`src/rtl/bsc_pkg.sv`:
```
`default_nettype none
// ----------------------------------------------------------------------------
// Base64 stream codec package
// Shared types, character constants and alphabet lookup functions.
// ----------------------------------------------------------------------------
package bsc_pkg;

    localparam logic [7:0] CHAR_PAD    = 8'd61;   // '='
    localparam logic [7:0] CHAR_PLUS   = 8'd43;   // '+'
    localparam logic [7:0] CHAR_SLASH  = 8'd47;   // '/'
    localparam logic [7:0] INVALID_VAL = 8'hFF;

    localparam logic DIR_ENCODE = 1'b0;
    localparam logic DIR_DECODE = 1'b1;

    // One group of results handed from the group logic to the output stage.
    // Entry 0 of bytes goes out first.
    typedef struct packed {
        logic [3:0][7:0] bytes;
        logic [2:0]      num;
        logic            last;
        logic            bad;
    } t_group;

    // Configuration write as seen by the group logic.
    typedef struct packed {
        logic we;
        logic dir;
    } t_cfg_wr;

    // 6-bit value to character of the standard alphabet.
    function automatic logic [7:0] b64_char(input logic [5:0] idx);
        logic [7:0] w;
        logic [7:0] c;
        w = {2'b00, idx};
        if (idx < 6'd26) begin
            c = w + 8'd65;
        end else if (idx < 6'd52) begin
            c = w + 8'd71;
        end else if (idx < 6'd62) begin
            c = w - 8'd4;
        end else if (idx == 6'd62) begin
            c = CHAR_PLUS;
        end else begin
            c = CHAR_SLASH;
        end
        return c;
    endfunction

    // Character to 6-bit value, INVALID_VAL for anything outside the alphabet.
    function automatic logic [7:0] b64_value(input logic [7:0] c);
        logic [7:0] v;
        if (c >= 8'd65 && c <= 8'd90) begin
            v = c - 8'd65;
        end else if (c >= 8'd97 && c <= 8'd122) begin
            v = c - 8'd71;
        end else if (c >= 8'd48 && c <= 8'd57) begin
            v = c + 8'd4;
        end else if (c == CHAR_PLUS) begin
            v = 8'd62;
        end else if (c == CHAR_SLASH) begin
            v = 8'd63;
        end else begin
            v = INVALID_VAL;
        end
        return v;
    endfunction

endpackage
`default_nettype wire

```
`src/rtl/bsc_stream_if.sv`:
```
`default_nettype none
// ----------------------------------------------------------------------------
// Base64 stream codec channels
// Valid/ready interfaces for the input, output and configuration channels.
// ----------------------------------------------------------------------------
interface bsc_in_if;
    logic       valid;
    logic       ready;
    logic [7:0] data_byte;
    logic       stream_last;

    modport source (output valid, output data_byte, output stream_last, input ready);
    modport sink   (input valid, input data_byte, input stream_last, output ready);
endinterface

interface bsc_out_if;
    logic       valid;
    logic       ready;
    logic [7:0] out_byte;
    logic       run_last;
    logic       stream_end;
    logic       bad_char;

    modport source (output valid, output out_byte, output run_last, output stream_end,
                    output bad_char, input ready);
    modport sink   (input valid, input out_byte, input run_last, input stream_end,
                    input bad_char, output ready);
endinterface

interface bsc_cfg_if;
    logic valid;
    logic ready;
    logic direction;

    modport source (output valid, output direction, input ready);
    modport sink   (input valid, input direction, output ready);
endinterface
`default_nettype wire

```
`src/rtl/bsc_group.sv`:
```
`default_nettype none
// ----------------------------------------------------------------------------
// Base64 group logic
// Input register, direction register and group state; builds one result group.
// ----------------------------------------------------------------------------
module bsc_group (
    input  wire logic             i_clk,
    input  wire logic             i_rst_n,
    bsc_in_if.sink                i_in_ch,
    input  wire bsc_pkg::t_cfg_wr i_cfg,
    input  wire logic             i_load_rdy,
    output bsc_pkg::t_group       o_group,
    output logic                  o_load
);
    import bsc_pkg::*;

    logic        r_in_vld, n_in_vld;
    logic [7:0]  r_in_byte;
    logic        r_in_last;
    logic        r_dir, n_dir;
    logic [23:0] r_bits, n_bits;
    logic [1:0]  r_count, n_count;
    logic        r_bad, n_bad;
    logic [1:0]  r_pad, n_pad;

    logic        in_fire;
    logic        proc_fire;
    logic        has_res;

    logic [1:0]  e_cnt;
    logic [1:0]  e_len;
    logic [23:0] e_bits;
    logic [23:0] e_next;
    logic        e_emit;
    logic [7:0]  c0, c1, c2, c3;

    logic [7:0]  d_val;
    logic [1:0]  d_pad;
    logic        d_bad;
    logic [7:0]  o0, o1, o2;
    logic [2:0]  d_num;

    // Encode path: place the byte, then map the three bytes to four characters.
    always_comb begin
        e_cnt  = (r_count == 2'd3) ? 2'd0 : r_count;
        e_bits = (r_count == 2'd3) ? 24'd0 : r_bits;
        case (e_cnt)
            2'd0:    e_next = e_bits | {r_in_byte, 16'd0};
            2'd1:    e_next = e_bits | {8'd0, r_in_byte, 8'd0};
            default: e_next = e_bits | {16'd0, r_in_byte};
        endcase
        e_len  = e_cnt + 2'd1;
        e_emit = (e_len == 2'd3) || r_in_last;
        c0 = b64_char(e_next[23:18]);
        c1 = b64_char(e_next[17:12]);
        c2 = (e_len > 2'd1) ? b64_char(e_next[11:6]) : CHAR_PAD;
        c3 = (e_len > 2'd2) ? b64_char(e_next[5:0])  : CHAR_PAD;
    end

    // Decode path: an invalid character enters the shifts as 0xFF.
    always_comb begin
        d_val = b64_value(r_in_byte);
        d_pad = r_pad;
        d_bad = r_bad;
        if (d_val == INVALID_VAL) begin
            if (r_in_byte == CHAR_PAD && r_count == 2'd2) begin
                d_pad[0] = 1'b1;
            end else if (r_in_byte == CHAR_PAD && r_count == 2'd3) begin
                d_pad[1] = 1'b1;
            end else begin
                d_bad = 1'b1;
            end
        end
        o0 = r_bits[23:16];
        o1 = r_bits[15:8];
        o2 = r_bits[7:0];
        case (r_count)
            2'd0: begin
                o0 = {d_val[5:0], 2'b00};
            end
            2'd1: begin
                o0 = o0 | {4'd0, d_val[7:4]};
                o1 = {d_val[3:0], 4'd0};
            end
            2'd2: begin
                o1 = o1 | {2'd0, d_val[7:2]};
                o2 = {d_val[1:0], 6'd0};
            end
            default: begin
                o2 = o2 | d_val;
            end
        endcase
        if (d_pad[0]) begin
            d_num = 3'd1;
        end else if (d_pad[1]) begin
            d_num = 3'd2;
        end else begin
            d_num = 3'd3;
        end
    end

    always_comb begin
        has_res   = (r_dir == DIR_DECODE) ? (r_count == 2'd3) : e_emit;
        proc_fire = r_in_vld && (!has_res || i_load_rdy);
        o_load    = r_in_vld && has_res && i_load_rdy;
        i_in_ch.ready = !r_in_vld || proc_fire;
        in_fire   = i_in_ch.valid && i_in_ch.ready;

        if (r_dir == DIR_DECODE) begin
            o_group.bytes = {8'd0, o2, o1, o0};
            o_group.num   = d_num;
            o_group.bad   = d_bad;
        end else begin
            o_group.bytes = {c3, c2, c1, c0};
            o_group.num   = 3'd4;
            o_group.bad   = 1'b0;
        end
        o_group.last = r_in_last;
    end

    always_comb begin
        n_in_vld = in_fire ? 1'b1 : (proc_fire ? 1'b0 : r_in_vld);
        n_dir    = r_dir;
        n_bits   = r_bits;
        n_count  = r_count;
        n_bad    = r_bad;
        n_pad    = r_pad;
        if (i_cfg.we) begin
            n_dir   = i_cfg.dir;
            n_bits  = 24'd0;
            n_count = 2'd0;
            n_bad   = 1'b0;
            n_pad   = 2'd0;
        end else if (proc_fire) begin
            if (r_dir == DIR_DECODE) begin
                if (r_count == 2'd3 || r_in_last) begin
                    n_bits  = 24'd0;
                    n_count = 2'd0;
                    n_bad   = 1'b0;
                    n_pad   = 2'd0;
                end else begin
                    n_bits  = {o0, o1, o2};
                    n_count = r_count + 2'd1;
                    n_bad   = d_bad;
                    n_pad   = d_pad;
                end
            end else begin
                n_bad = 1'b0;
                n_pad = 2'd0;
                if (e_emit) begin
                    n_bits  = 24'd0;
                    n_count = 2'd0;
                end else begin
                    n_bits  = e_next;
                    n_count = e_len;
                end
            end
        end
    end

    always_ff @(posedge i_clk) begin
        if (!i_rst_n) begin
            r_in_vld <= 1'b0;
            r_dir    <= DIR_ENCODE;
            r_bits   <= 24'd0;
            r_count  <= 2'd0;
            r_bad    <= 1'b0;
            r_pad    <= 2'd0;
        end else begin
            r_in_vld <= n_in_vld;
            r_dir    <= n_dir;
            r_bits   <= n_bits;
            r_count  <= n_count;
            r_bad    <= n_bad;
            r_pad    <= n_pad;
        end
    end

    always_ff @(posedge i_clk) begin
        if (in_fire) begin
            r_in_byte <= i_in_ch.data_byte;
            r_in_last <= i_in_ch.stream_last;
        end
    end

endmodule
`default_nettype wire

```
`src/rtl/bsc_drain.sv`:
```
`default_nettype none
// ----------------------------------------------------------------------------
// Base64 result drain
// Holds one result group and hands it out one transfer per cycle while the receiver is ready.
// ----------------------------------------------------------------------------
module bsc_drain (
    input  wire logic            i_clk,
    input  wire logic            i_rst_n,
    input  wire bsc_pkg::t_group i_group,
    input  wire logic            i_load,
    output logic                 o_load_rdy,
    bsc_out_if.source            o_out_ch
);
    import bsc_pkg::*;

    logic [3:0][7:0] r_bytes;
    logic [2:0]      r_left;
    logic            r_last;
    logic            r_bad;
    logic            out_fire;

    always_comb begin
        o_out_ch.valid      = (r_left != 3'd0);
        o_out_ch.out_byte   = r_bytes[0];
        o_out_ch.run_last   = (r_left == 3'd1);
        o_out_ch.stream_end = (r_left == 3'd1) && r_last;
        o_out_ch.bad_char   = r_bad;
        out_fire   = o_out_ch.valid && o_out_ch.ready;
        // A new group may enter as the final result of the current one leaves.
        o_load_rdy = (r_left == 3'd0) || ((r_left == 3'd1) && out_fire);
    end

    always_ff @(posedge i_clk) begin
        if (!i_rst_n) begin
            r_left <= 3'd0;
        end else if (i_load) begin
            r_left <= i_group.num;
        end else if (out_fire) begin
            r_left <= r_left - 3'd1;
        end
    end

    always_ff @(posedge i_clk) begin
        if (i_load) begin
            r_bytes <= i_group.bytes;
            r_last  <= i_group.last;
            r_bad   <= i_group.bad;
        end else if (out_fire) begin
            r_bytes <= {8'd0, r_bytes[3:1]};
        end
    end

endmodule
`default_nettype wire

```
`src/rtl/base64_stream_codec_unit.sv`:
```
`default_nettype none
// An item is registered in the input register at its transfer edge, and its group
// enters the drain when that is ready; the drain then offers its first result.
// Throughput: one input transfer per cycle while the item yields no result;
// results leave one per cycle from a four-entry drain while the output is ready;
// decoding takes one input per cycle, encoding less: three inputs give four results.
// Reset: synchronous, active low; clears the group state and selects encoding.
// ----------------------------------------------------------------------------
// Base64 stream codec top level
// Byte-stream Base64 encoder/decoder with a configurable direction.
// ----------------------------------------------------------------------------
module base64_stream_codec_unit (
    input  wire logic i_clk,
    input  wire logic i_rst_n,
    bsc_in_if.sink    i_in_ch,
    bsc_out_if.source o_out_ch,
    bsc_cfg_if.sink   i_cfg_ch
);
    import bsc_pkg::*;

    t_cfg_wr cfg_wr;
    t_group  grp;
    logic    load;
    logic    load_rdy;

    assign i_cfg_ch.ready = 1'b1;

    always_comb begin
        cfg_wr.we  = i_cfg_ch.valid && i_cfg_ch.ready;
        cfg_wr.dir = i_cfg_ch.direction;
    end

    bsc_group u_group (
        .i_clk      (i_clk),
        .i_rst_n    (i_rst_n),
        .i_in_ch    (i_in_ch),
        .i_cfg      (cfg_wr),
        .i_load_rdy (load_rdy),
        .o_group    (grp),
        .o_load     (load)
    );

    bsc_drain u_drain (
        .i_clk      (i_clk),
        .i_rst_n    (i_rst_n),
        .i_group    (grp),
        .i_load     (load),
        .o_load_rdy (load_rdy),
        .o_out_ch   (o_out_ch)
    );

endmodule
`default_nettype wire

```
`src/flat_wrapper.sv`:
```
// flat-port wrapper written by rule: the top's interface ports become plain ports
module base64_stream_codec_unit_flat import bsc_pkg::*;
  (i_clk, i_rst_n, i_in_ch_valid, i_in_ch_data_byte, i_in_ch_stream_last, i_in_ch_ready, o_out_ch_valid, o_out_ch_out_byte, o_out_ch_run_last, o_out_ch_stream_end, o_out_ch_bad_char, o_out_ch_ready, i_cfg_ch_valid, i_cfg_ch_direction, i_cfg_ch_ready);
  bsc_in_if i_in_ch_i ();
  bsc_out_if o_out_ch_i ();
  bsc_cfg_if i_cfg_ch_i ();
  input  wire logic i_clk;
  input  wire logic i_rst_n;
  input wire logic [$bits(i_in_ch_i.valid)-1:0] i_in_ch_valid;
  input wire logic [$bits(i_in_ch_i.data_byte)-1:0] i_in_ch_data_byte;
  input wire logic [$bits(i_in_ch_i.stream_last)-1:0] i_in_ch_stream_last;
  output wire logic [$bits(i_in_ch_i.ready)-1:0] i_in_ch_ready;
  output wire logic [$bits(o_out_ch_i.valid)-1:0] o_out_ch_valid;
  output wire logic [$bits(o_out_ch_i.out_byte)-1:0] o_out_ch_out_byte;
  output wire logic [$bits(o_out_ch_i.run_last)-1:0] o_out_ch_run_last;
  output wire logic [$bits(o_out_ch_i.stream_end)-1:0] o_out_ch_stream_end;
  output wire logic [$bits(o_out_ch_i.bad_char)-1:0] o_out_ch_bad_char;
  input wire logic [$bits(o_out_ch_i.ready)-1:0] o_out_ch_ready;
  input wire logic [$bits(i_cfg_ch_i.valid)-1:0] i_cfg_ch_valid;
  input wire logic [$bits(i_cfg_ch_i.direction)-1:0] i_cfg_ch_direction;
  output wire logic [$bits(i_cfg_ch_i.ready)-1:0] i_cfg_ch_ready;
  assign i_in_ch_i.valid = i_in_ch_valid;
  assign i_in_ch_i.data_byte = i_in_ch_data_byte;
  assign i_in_ch_i.stream_last = i_in_ch_stream_last;
  assign i_in_ch_ready = i_in_ch_i.ready;
  assign o_out_ch_valid = o_out_ch_i.valid;
  assign o_out_ch_out_byte = o_out_ch_i.out_byte;
  assign o_out_ch_run_last = o_out_ch_i.run_last;
  assign o_out_ch_stream_end = o_out_ch_i.stream_end;
  assign o_out_ch_bad_char = o_out_ch_i.bad_char;
  assign o_out_ch_i.ready = o_out_ch_ready;
  assign i_cfg_ch_i.valid = i_cfg_ch_valid;
  assign i_cfg_ch_i.direction = i_cfg_ch_direction;
  assign i_cfg_ch_ready = i_cfg_ch_i.ready;
  base64_stream_codec_unit u_core (.i_clk(i_clk), .i_rst_n(i_rst_n), .i_in_ch(i_in_ch_i), .o_out_ch(o_out_ch_i), .i_cfg_ch(i_cfg_ch_i));
endmodule
```
`config.mk`:
```
export PLATFORM = sky130hd
export DESIGN_NAME = base64_stream_codec_unit_flat
export DESIGN_NICKNAME = d
export VERILOG_FILES = /design/src/rtl/bsc_pkg.sv /design/src/rtl/bsc_stream_if.sv /design/src/rtl/bsc_group.sv /design/src/rtl/bsc_drain.sv /design/src/rtl/base64_stream_codec_unit.sv /design/src/flat_wrapper.sv
export SDC_FILE = /design/constraint.sdc
export NUM_CORES = 1
export LEC_CHECK = 0
export CAP_MARGIN = 15
export CELL_PAD_IN_SITES_DETAIL_PLACEMENT = 1
export CELL_PAD_IN_SITES_GLOBAL_PLACEMENT = 1
export CORE_ASPECT_RATIO = 1.1
export CORE_UTILIZATION = 54
export CTS_CLUSTER_SIZE = 30
export DETAILED_ROUTE_END_ITERATION = 8
export DONT_BUFFER_PORTS = 1
export HOLD_SLACK_MARGIN = 0.03
export PLACE_DENSITY = 0.95
export SLEW_MARGIN = 20
export SYNTH_ARGS = -nofsm -noshare
export SYNTH_HDL_FRONTEND = slang
export SYNTH_HIERARCHICAL = 1
export SYNTH_SLANG_ARGS = --single-unit
```
`constraint.sdc`:
```
create_clock -name i_clk -period 6.4 [get_ports i_clk]
set_input_delay 0.96 -clock i_clk [delete_from_list [all_inputs] [get_ports i_clk]]
set_output_delay 0.96 -clock i_clk [all_outputs]
set_load 0.01 [all_outputs]
```
==> results of run 1 <==
==> layout make-up <==
type / instances / area [um^2]
fill: 1477 / 5140
timing repair buffer: 9 / 67.6
clock inverter: 7 / 65.1
clock buffer: 9 / 225
inverter: 41 / 154
sequential: 77 / 1970
tap: 154 / 193
multi-input combinational: 623 / 4270
==> through the flow <==
step                      area, um^2  utilization, %  setup slack (ns)  hold slack, ns
after floorplan                 6710               -              3.01           0.441
after global placement          6650            55.0              2.18           0.453
after detailed placement        6650            55.0              1.86           0.470
after CTS                       6940            57.4              1.84           0.510
after global routing            6940            57.4              1.14           0.533
final                           6940            57.4              1.62           0.511
==> cell usage after synthesis (all sizes together), types with 11 or more instances <==
cell,instances
a21oi,71
nand2b,20
nand3,21
a31oi,15
nor3,24
nand2,59
inv,41
dfxtp,34
a22oi,22
a21o,11
and2,20
clkbuf,28
o21ai,46
buf,35
a221oi,19
mux2,27
nor2,56
edfxtp,43
nor2b,20
ha,35
==> sequential cells by signal, summed over array words and instances (netlist names) <==
| signal | flops |
|---|---|
| u_core/u_drain/o_out_ch.bad_char | 1 |
| u_core/u_drain/o_out_ch.out_byte | 8 |
| u_core/u_drain/r_bytes | 24 |
| u_core/u_drain/r_last | 1 |
| u_core/u_drain/r_left | 3 |
| u_core/u_group/r_bad | 1 |
| u_core/u_group/r_bits | 24 |
| u_core/u_group/r_count | 2 |
| u_core/u_group/r_dir | 1 |
| u_core/u_group/r_in_byte | 8 |
| u_core/u_group/r_in_last | 1 |
| u_core/u_group/r_in_vld | 1 |
| u_core/u_group/r_pad | 2 |
==> power by group through the flow <==
stage | logic (mW) | clock network [mW] | registers, mW
2_1_floorplan | 0.426 | 0 | 0.675
3_3_place_gp | 0.498 | 0 | 0.709
3_5_place_dp | 0.528 | 0 | 0.718
4_1_cts | 0.534 | 0.512 | 0.707
5_1_grt | 0.584 | 0.536 | 0.717
6_report | 0.546 | 0.511 | 0.707
==> cells by family (layout without fill, tap and decap cells) <==
family / count (synthesis) / in the layout / share of synthesized area [%]
xor gates and xnor gates: 8 / 8 / 1.04
muxes: 32 / 32 / 5.28
adders and majority gates: 35 / 35 / 6.53
and+or+nand+nor: 265 / 265 / 21.1
buffers and inverters: 104 / 66 / 7.11
DFF: 77 / 77 / 29.4
AOI/OAI and AO/OA: 282 / 282 / 29.5
other: 1 / 1 / 0.0559
==> placed cells by master, fill, tap and decap left out, drive strengths merged, types with 9 or more instances in the layout <==
cell type	netlist	layout
a21oi	71	71
nand2	59	59
nor2	56	56
o21ai	46	46
inv	41	45
edfxtp	43	43
ha	35	35
dfxtp	34	34
mux2	27	27
nor3	24	24
a22oi	22	22
nand3	21	21
and2	20	20
nor2b	20	20
nand2b	20	20
a221oi	19	19
a31oi	15	15
a21o	11	11
clkbuf	28	9
buf	35	9
a22o	9	9
o221ai	9	9
o21a	9	9
o211ai	9	9
a211oi	9	9
==> worst reg2reg max path: stages (launching register included) <==
cell and delay (ns):
dfxtp_1 0.44, inv_1 0.10, ha_1 0.88, nor2b_1 0.46, nor2_2 0.14, a22oi_1 0.52
inv_1 0.24, ha_1 0.32, a31oi_1 0.30, o21ai_1 0.25, mux2i_1 0.24, a2bb2oi_1 0.25
o22ai_1 0.12, mux2_2 0.28
==> final timing paths <==
check                            start                          to  slack, ns  cells past startpoint
max          u_core/u_group/r_count[0]  u_core/u_drain/r_bytes[10]       1.62                     13
max reg2reg  u_core/u_group/r_count[0]  u_core/u_drain/r_bytes[10]       1.62                     13
min reg2reg    u_core/u_group/r_pad[1]     u_core/u_group/r_pad[1]       0.51                      2
min            u_core/u_group/r_pad[1]     u_core/u_group/r_pad[1]       0.51                      2
==> layer usage <==
metal	GRT usage [%]	vias to the layer above	wire length, um
met1	48.1	3202	9150
met5	0	-	0
li1	-	2917	-
met4	22.5	0	1500
met3	7.55	119	2030
met2	63.3	419	11500
==> results.toml, run 1 <==
[worst_setup_path]
criticalPathCategory = "flip-flop to flip-flop"
cp_cell_sequence = "inv_1 -> ha_1 -> nor2b_1 -> nor2_2 -> a22oi_1 -> inv_1 -> ha_1 -> a31oi_1 -> o21ai_1 -> mux2i_1 -> a2bb2oi_1 -> o22ai_1 -> mux2_2"
crit_path_max_fanout = 27
critPathMaxStageDelay_ns = 0.88
critPathRequiredTime_ns = 6.51
cp_slowest_cell = "ha_1"
worstSetupEndpointType = "flip-flop"
critPathLaunchType = "flip-flop"
cp_num_buf_inv = 2
arrival_ns = 4.89
path_delay_family = "compound AO/OA/AOI/OAI gates"

[global_routing]
grt_pass1_vias = 6842
grt_max_degree = 38
globalRoute.totalOverflow = 0
track_usage_pct = 39.1
antenna_found_initial = 0
grt_pass1_wl_um = 38100

[pwr]
clockPowerShare_pct = 29.0
leakagePower_nw = 2.53
ir_drop_mv = 0.209
power_frac_seq_pct = 40.1
powerDensity_nw_per_um2 = 254
p_int_mw = 1.10
combPwrFrac_pct = 31.0
p_switching_uw = 662
swShare_pct = 37.5
power_mw = 1.76

[sta]
fmax_mhz = 209
period_minus_slack_ns = 4.78
rsz0062_at_grt = "false"
final_max_slew_viol_count = 0
timing.final.crit_share_pct = 74.6
clock_skew_ns = 0.00569
setup_viol = 0
hold_violations = 0
relSlewSlack_pct = 29.7
fin_tns_setup_ns = 0
worstMarginPinSlew_ns = 1.05

[job]
maxCapViolCount = 0

[clock_network]
worst_skew_pair.late_latency_ns = 0.36
clk_root_buffer_cell = "clkbuf_16"
cts_buffer_depth = 2
postCtsHoldBufs = 0
cts_tree = "built"
path_clk_slew_ns = 0.07
clkSinkCount = 77
htreeDepth = 3
cts_made_buffers = 9
postCtsSetupBuffers = 0
ctsResizeCount = 0

[synthesis]
synth_top_area_share_pct = 19.3
synth_top_area_cell = "edfxtp_1"
synth_cell_type_count = 85
ys_seq_elements = 77
ys.flop_type = "edfxtp_1"
syn-num-nets = 854
yosys_warnings = 6
synth_edf_count = 43
synth_area_leaders = "edfxtp_1 19%, dfxtp_1 10%, ha_1 6.5%"
ys_seq_area_share_pct = 29.4
synthesis.area_um2 = 6710
syn_avg_cell_area_um2 = 8.34
synthCells = 804
async_reset_ff_share_pct = 0

[floorplanning]
rows = 42
core_area_um2 = 12100
io_pins = 29
initial_core_util_pct = 55.5
die_h_um = 119
die_area_um2 = 12900
die_w_um = 108

[final_layout]
area_growth_pct = 3.51
drive_gt1_share_pct = 11.4
layout.cells.non_filler = 920
nNetsFinal = 811
antenna_cells = 0

[detailed_routing]
first_pass_iters = 7
drc_errors = 0
routedWlPerCell_um = 26.3
ant_nets = 0
vias = 6657
finalWirelength_um = 24200
vias_per_cell = 7.24
drtIter0Drc = 707

[hold_path]
min_path_type = "flip-flop to flip-flop"

[placed_design]
gp_congestion = 0.938
dp_hpwl_um = 16900
dp.cells = 904
portBuffers = 0

[outcome]
status = "completed"
Note: power is estimated with default switching activity, not from simulation.
==> run 2, diff against run 1 <==
- CORE_UTILIZATION: 54 -> 45
- PLACE_DENSITY: 0.95 -> 0.89
- clock period: 6.4 -> 4.1 ns (I/O delays scaled with it)
==> run 2 against run 1 <==
- power up 62%
- critical path type unchanged
- global-route usage down 5.9 points
- largest cell class unchanged
- clock skew up 0.0071 ns
- clock-buffer cell count unchanged
- non-clock buffer count up 27
==> results.toml, run 2 (same netlist as run 1, synthesis figures left out) <==
[detailed_routing]
vias_per_cell = 6.97
routedWlPerCell_um = 25.4
finalWirelength_um = 25000
vias = 6869
drtIter0Drc = 644
drc_errors = 0
ant_nets = 0
first_pass_iters = 5

[hold_path]
min_path_type = "input pin to flip-flop"

[final_layout]
multiInputGateArea_um2 = 4270
antenna_cells = 0
utilization_pct = 49.9
layout.cells.non_filler = 985
area_growth_pct = 7.82
layout_common_cells = "68 x a21oi_1, 59 x nand2_1, 54 x nor2_1"
drive_gt1_share_pct = 14.5
final_cell_area_um2 = 7230
top_regs = "u_core/u_drain/r_bytes (24), u_core/u_group/r_bits (24)"
regArea_um2 = 1970
nNetsFinal = 838
fillers = 1744
final_common_cell = "a21oi_1"

[clock_network]
path_clk_slew_ns = 0.07
clk_root_buffer_cell = "clkbuf_16"
cts_made_buffers = 9
htreeDepth = 3
cts_buffer_depth = 2
worst_skew_pair.late_latency_ns = 0.35
cts_tree = "built"
postCtsHoldBufs = 0
clkSinkCount = 77

[worst_setup_path]
reg2reg_from = "u_core/u_group/r_count[0]"
worstSetupEndpointType = "flip-flop"
critPathRequiredTime_ns = 4.20
startpoint = "u_core/u_group/r_count[0]"
crit_path_max_fanout = 13
cp.depth = 13
path_delay_family = "compound AO/OA/AOI/OAI gates"
cp_num_buf_inv = 3
crit_end = "u_core/u_drain/o_out_ch.out_byte[3]"
cp_cell_sequence = "inv_1 -> ha_1 -> inv_1 -> a21oi_1 -> o21ai_1 -> inv_1 -> ha_1 -> a31o_2 -> a21oi_1 -> nor3_1 -> o22ai_1 -> a22oi_1 -> mux2_2"
critPathLaunchType = "flip-flop"
r2r_setup_slack_ns = 0.32
arrival_ns = 3.88
r2r-end = "u_core/u_drain/o_out_ch.out_byte[3]"
criticalPathCategory = "flip-flop to flip-flop"
critPathMaxStageDelay_ns = 0.55
reg2reg_depth = 13
cp_slowest_cell = "a21oi_1"
crit_path_frequent_cell = "inv_1"

[sta]
hold_violations = 0
worstMarginPinSlew_ns = 0.874
rsz0062_at_grt = "false"
clock_skew_ns = 0.0128
setup_viol = 0
hold_ws_ns = 0.358
period_minus_slack_ns = 3.78
timing.final.crit_share_pct = 92.1
fmax_mhz = 265
relSlewSlack_pct = 41.8
setup_slack_ns = 0.323
fin_tns_setup_ns = 0
final_max_slew_viol_count = 0

[placed_design]
dp_hpwl_um = 18200
gp_congestion = 1.00
portBuffers = 0
post_dp_cell_area_um2 = 6910
dp.cells = 969
place_ws_ns = 0.315

[pwr]
ir_drop_mv = 0.314
power_mw = 2.86
powerDensity_nw_per_um2 = 395
leakagePower_nw = 2.67

[floorplanning]
die_area_um2 = 15400
rows = 46
initial_core_util_pct = 46.2
io_pins = 29
core_area_um2 = 14500
die_w_um = 118
die_h_um = 130

[global_routing]
grt_pass1_wl_um = 39500
track_usage_pct = 33.2
grt_pass1_vias = 7201
grt_max_degree = 33
globalRoute.totalOverflow = 0
antenna_found_initial = 0

[outcome]
status = "completed"

[job]
maxCapViolCount = 0
run 2: how the worst min path moves through the flow:
stage,start,to,slack [ns],depth (start not counted)
global placement,u_core/u_group/r_bad,u_core/u_group/r_bad,0.45,1
detailed placement,u_core/u_group/r_bad,u_core/u_group/r_bad,0.49,1
finish,i_in_ch_stream_last,u_core/u_group/r_in_last,0.36,0
global route,i_in_ch_stream_last,u_core/u_group/r_in_last,0.35,0
CTS,i_in_ch_stream_last,u_core/u_group/r_in_last,0.35,0
floorplan,u_core/u_group/r_bad,u_core/u_group/r_bad,0.44,1
run 2: cell type report:
cell class,instances,area share [%]
clock inverters,7,1.21
flip-flops and latches,77,27.3
well taps,192,3.32
repair buffers,36,3.91
inverters,41,2.13
multi-input cells,623,59.0
clock buffers,9,3.11
run 2: power breakdown:
part           internal (mW)  total (mW)  leakage [nW]  switching (mW)
clock network          0.487       0.870         0.148           0.382
logic                  0.317       0.898          1.84           0.580
registers               1.00        1.09         0.686          0.0884
run 2: routing by layer:
metal / vias to the layer above / part of all wire [%] / global-route usage [%]
met3: 94 / 7.8 / 6.21
met4: 0 / 5.6 / 22.6
li1: 2973 / - / -
met5: - / 0 / 0
met1: 3426 / 39 / 39.2
met2: 376 / 47 / 55.6
run 2: repair_timing:
| item | in CTS | in global routing |
|---|---|---|
| endpoints found under the setup margin | 0 | 4 |
| setup buffers | 0 | 0 |
| resized for setup | 0 | 2 |
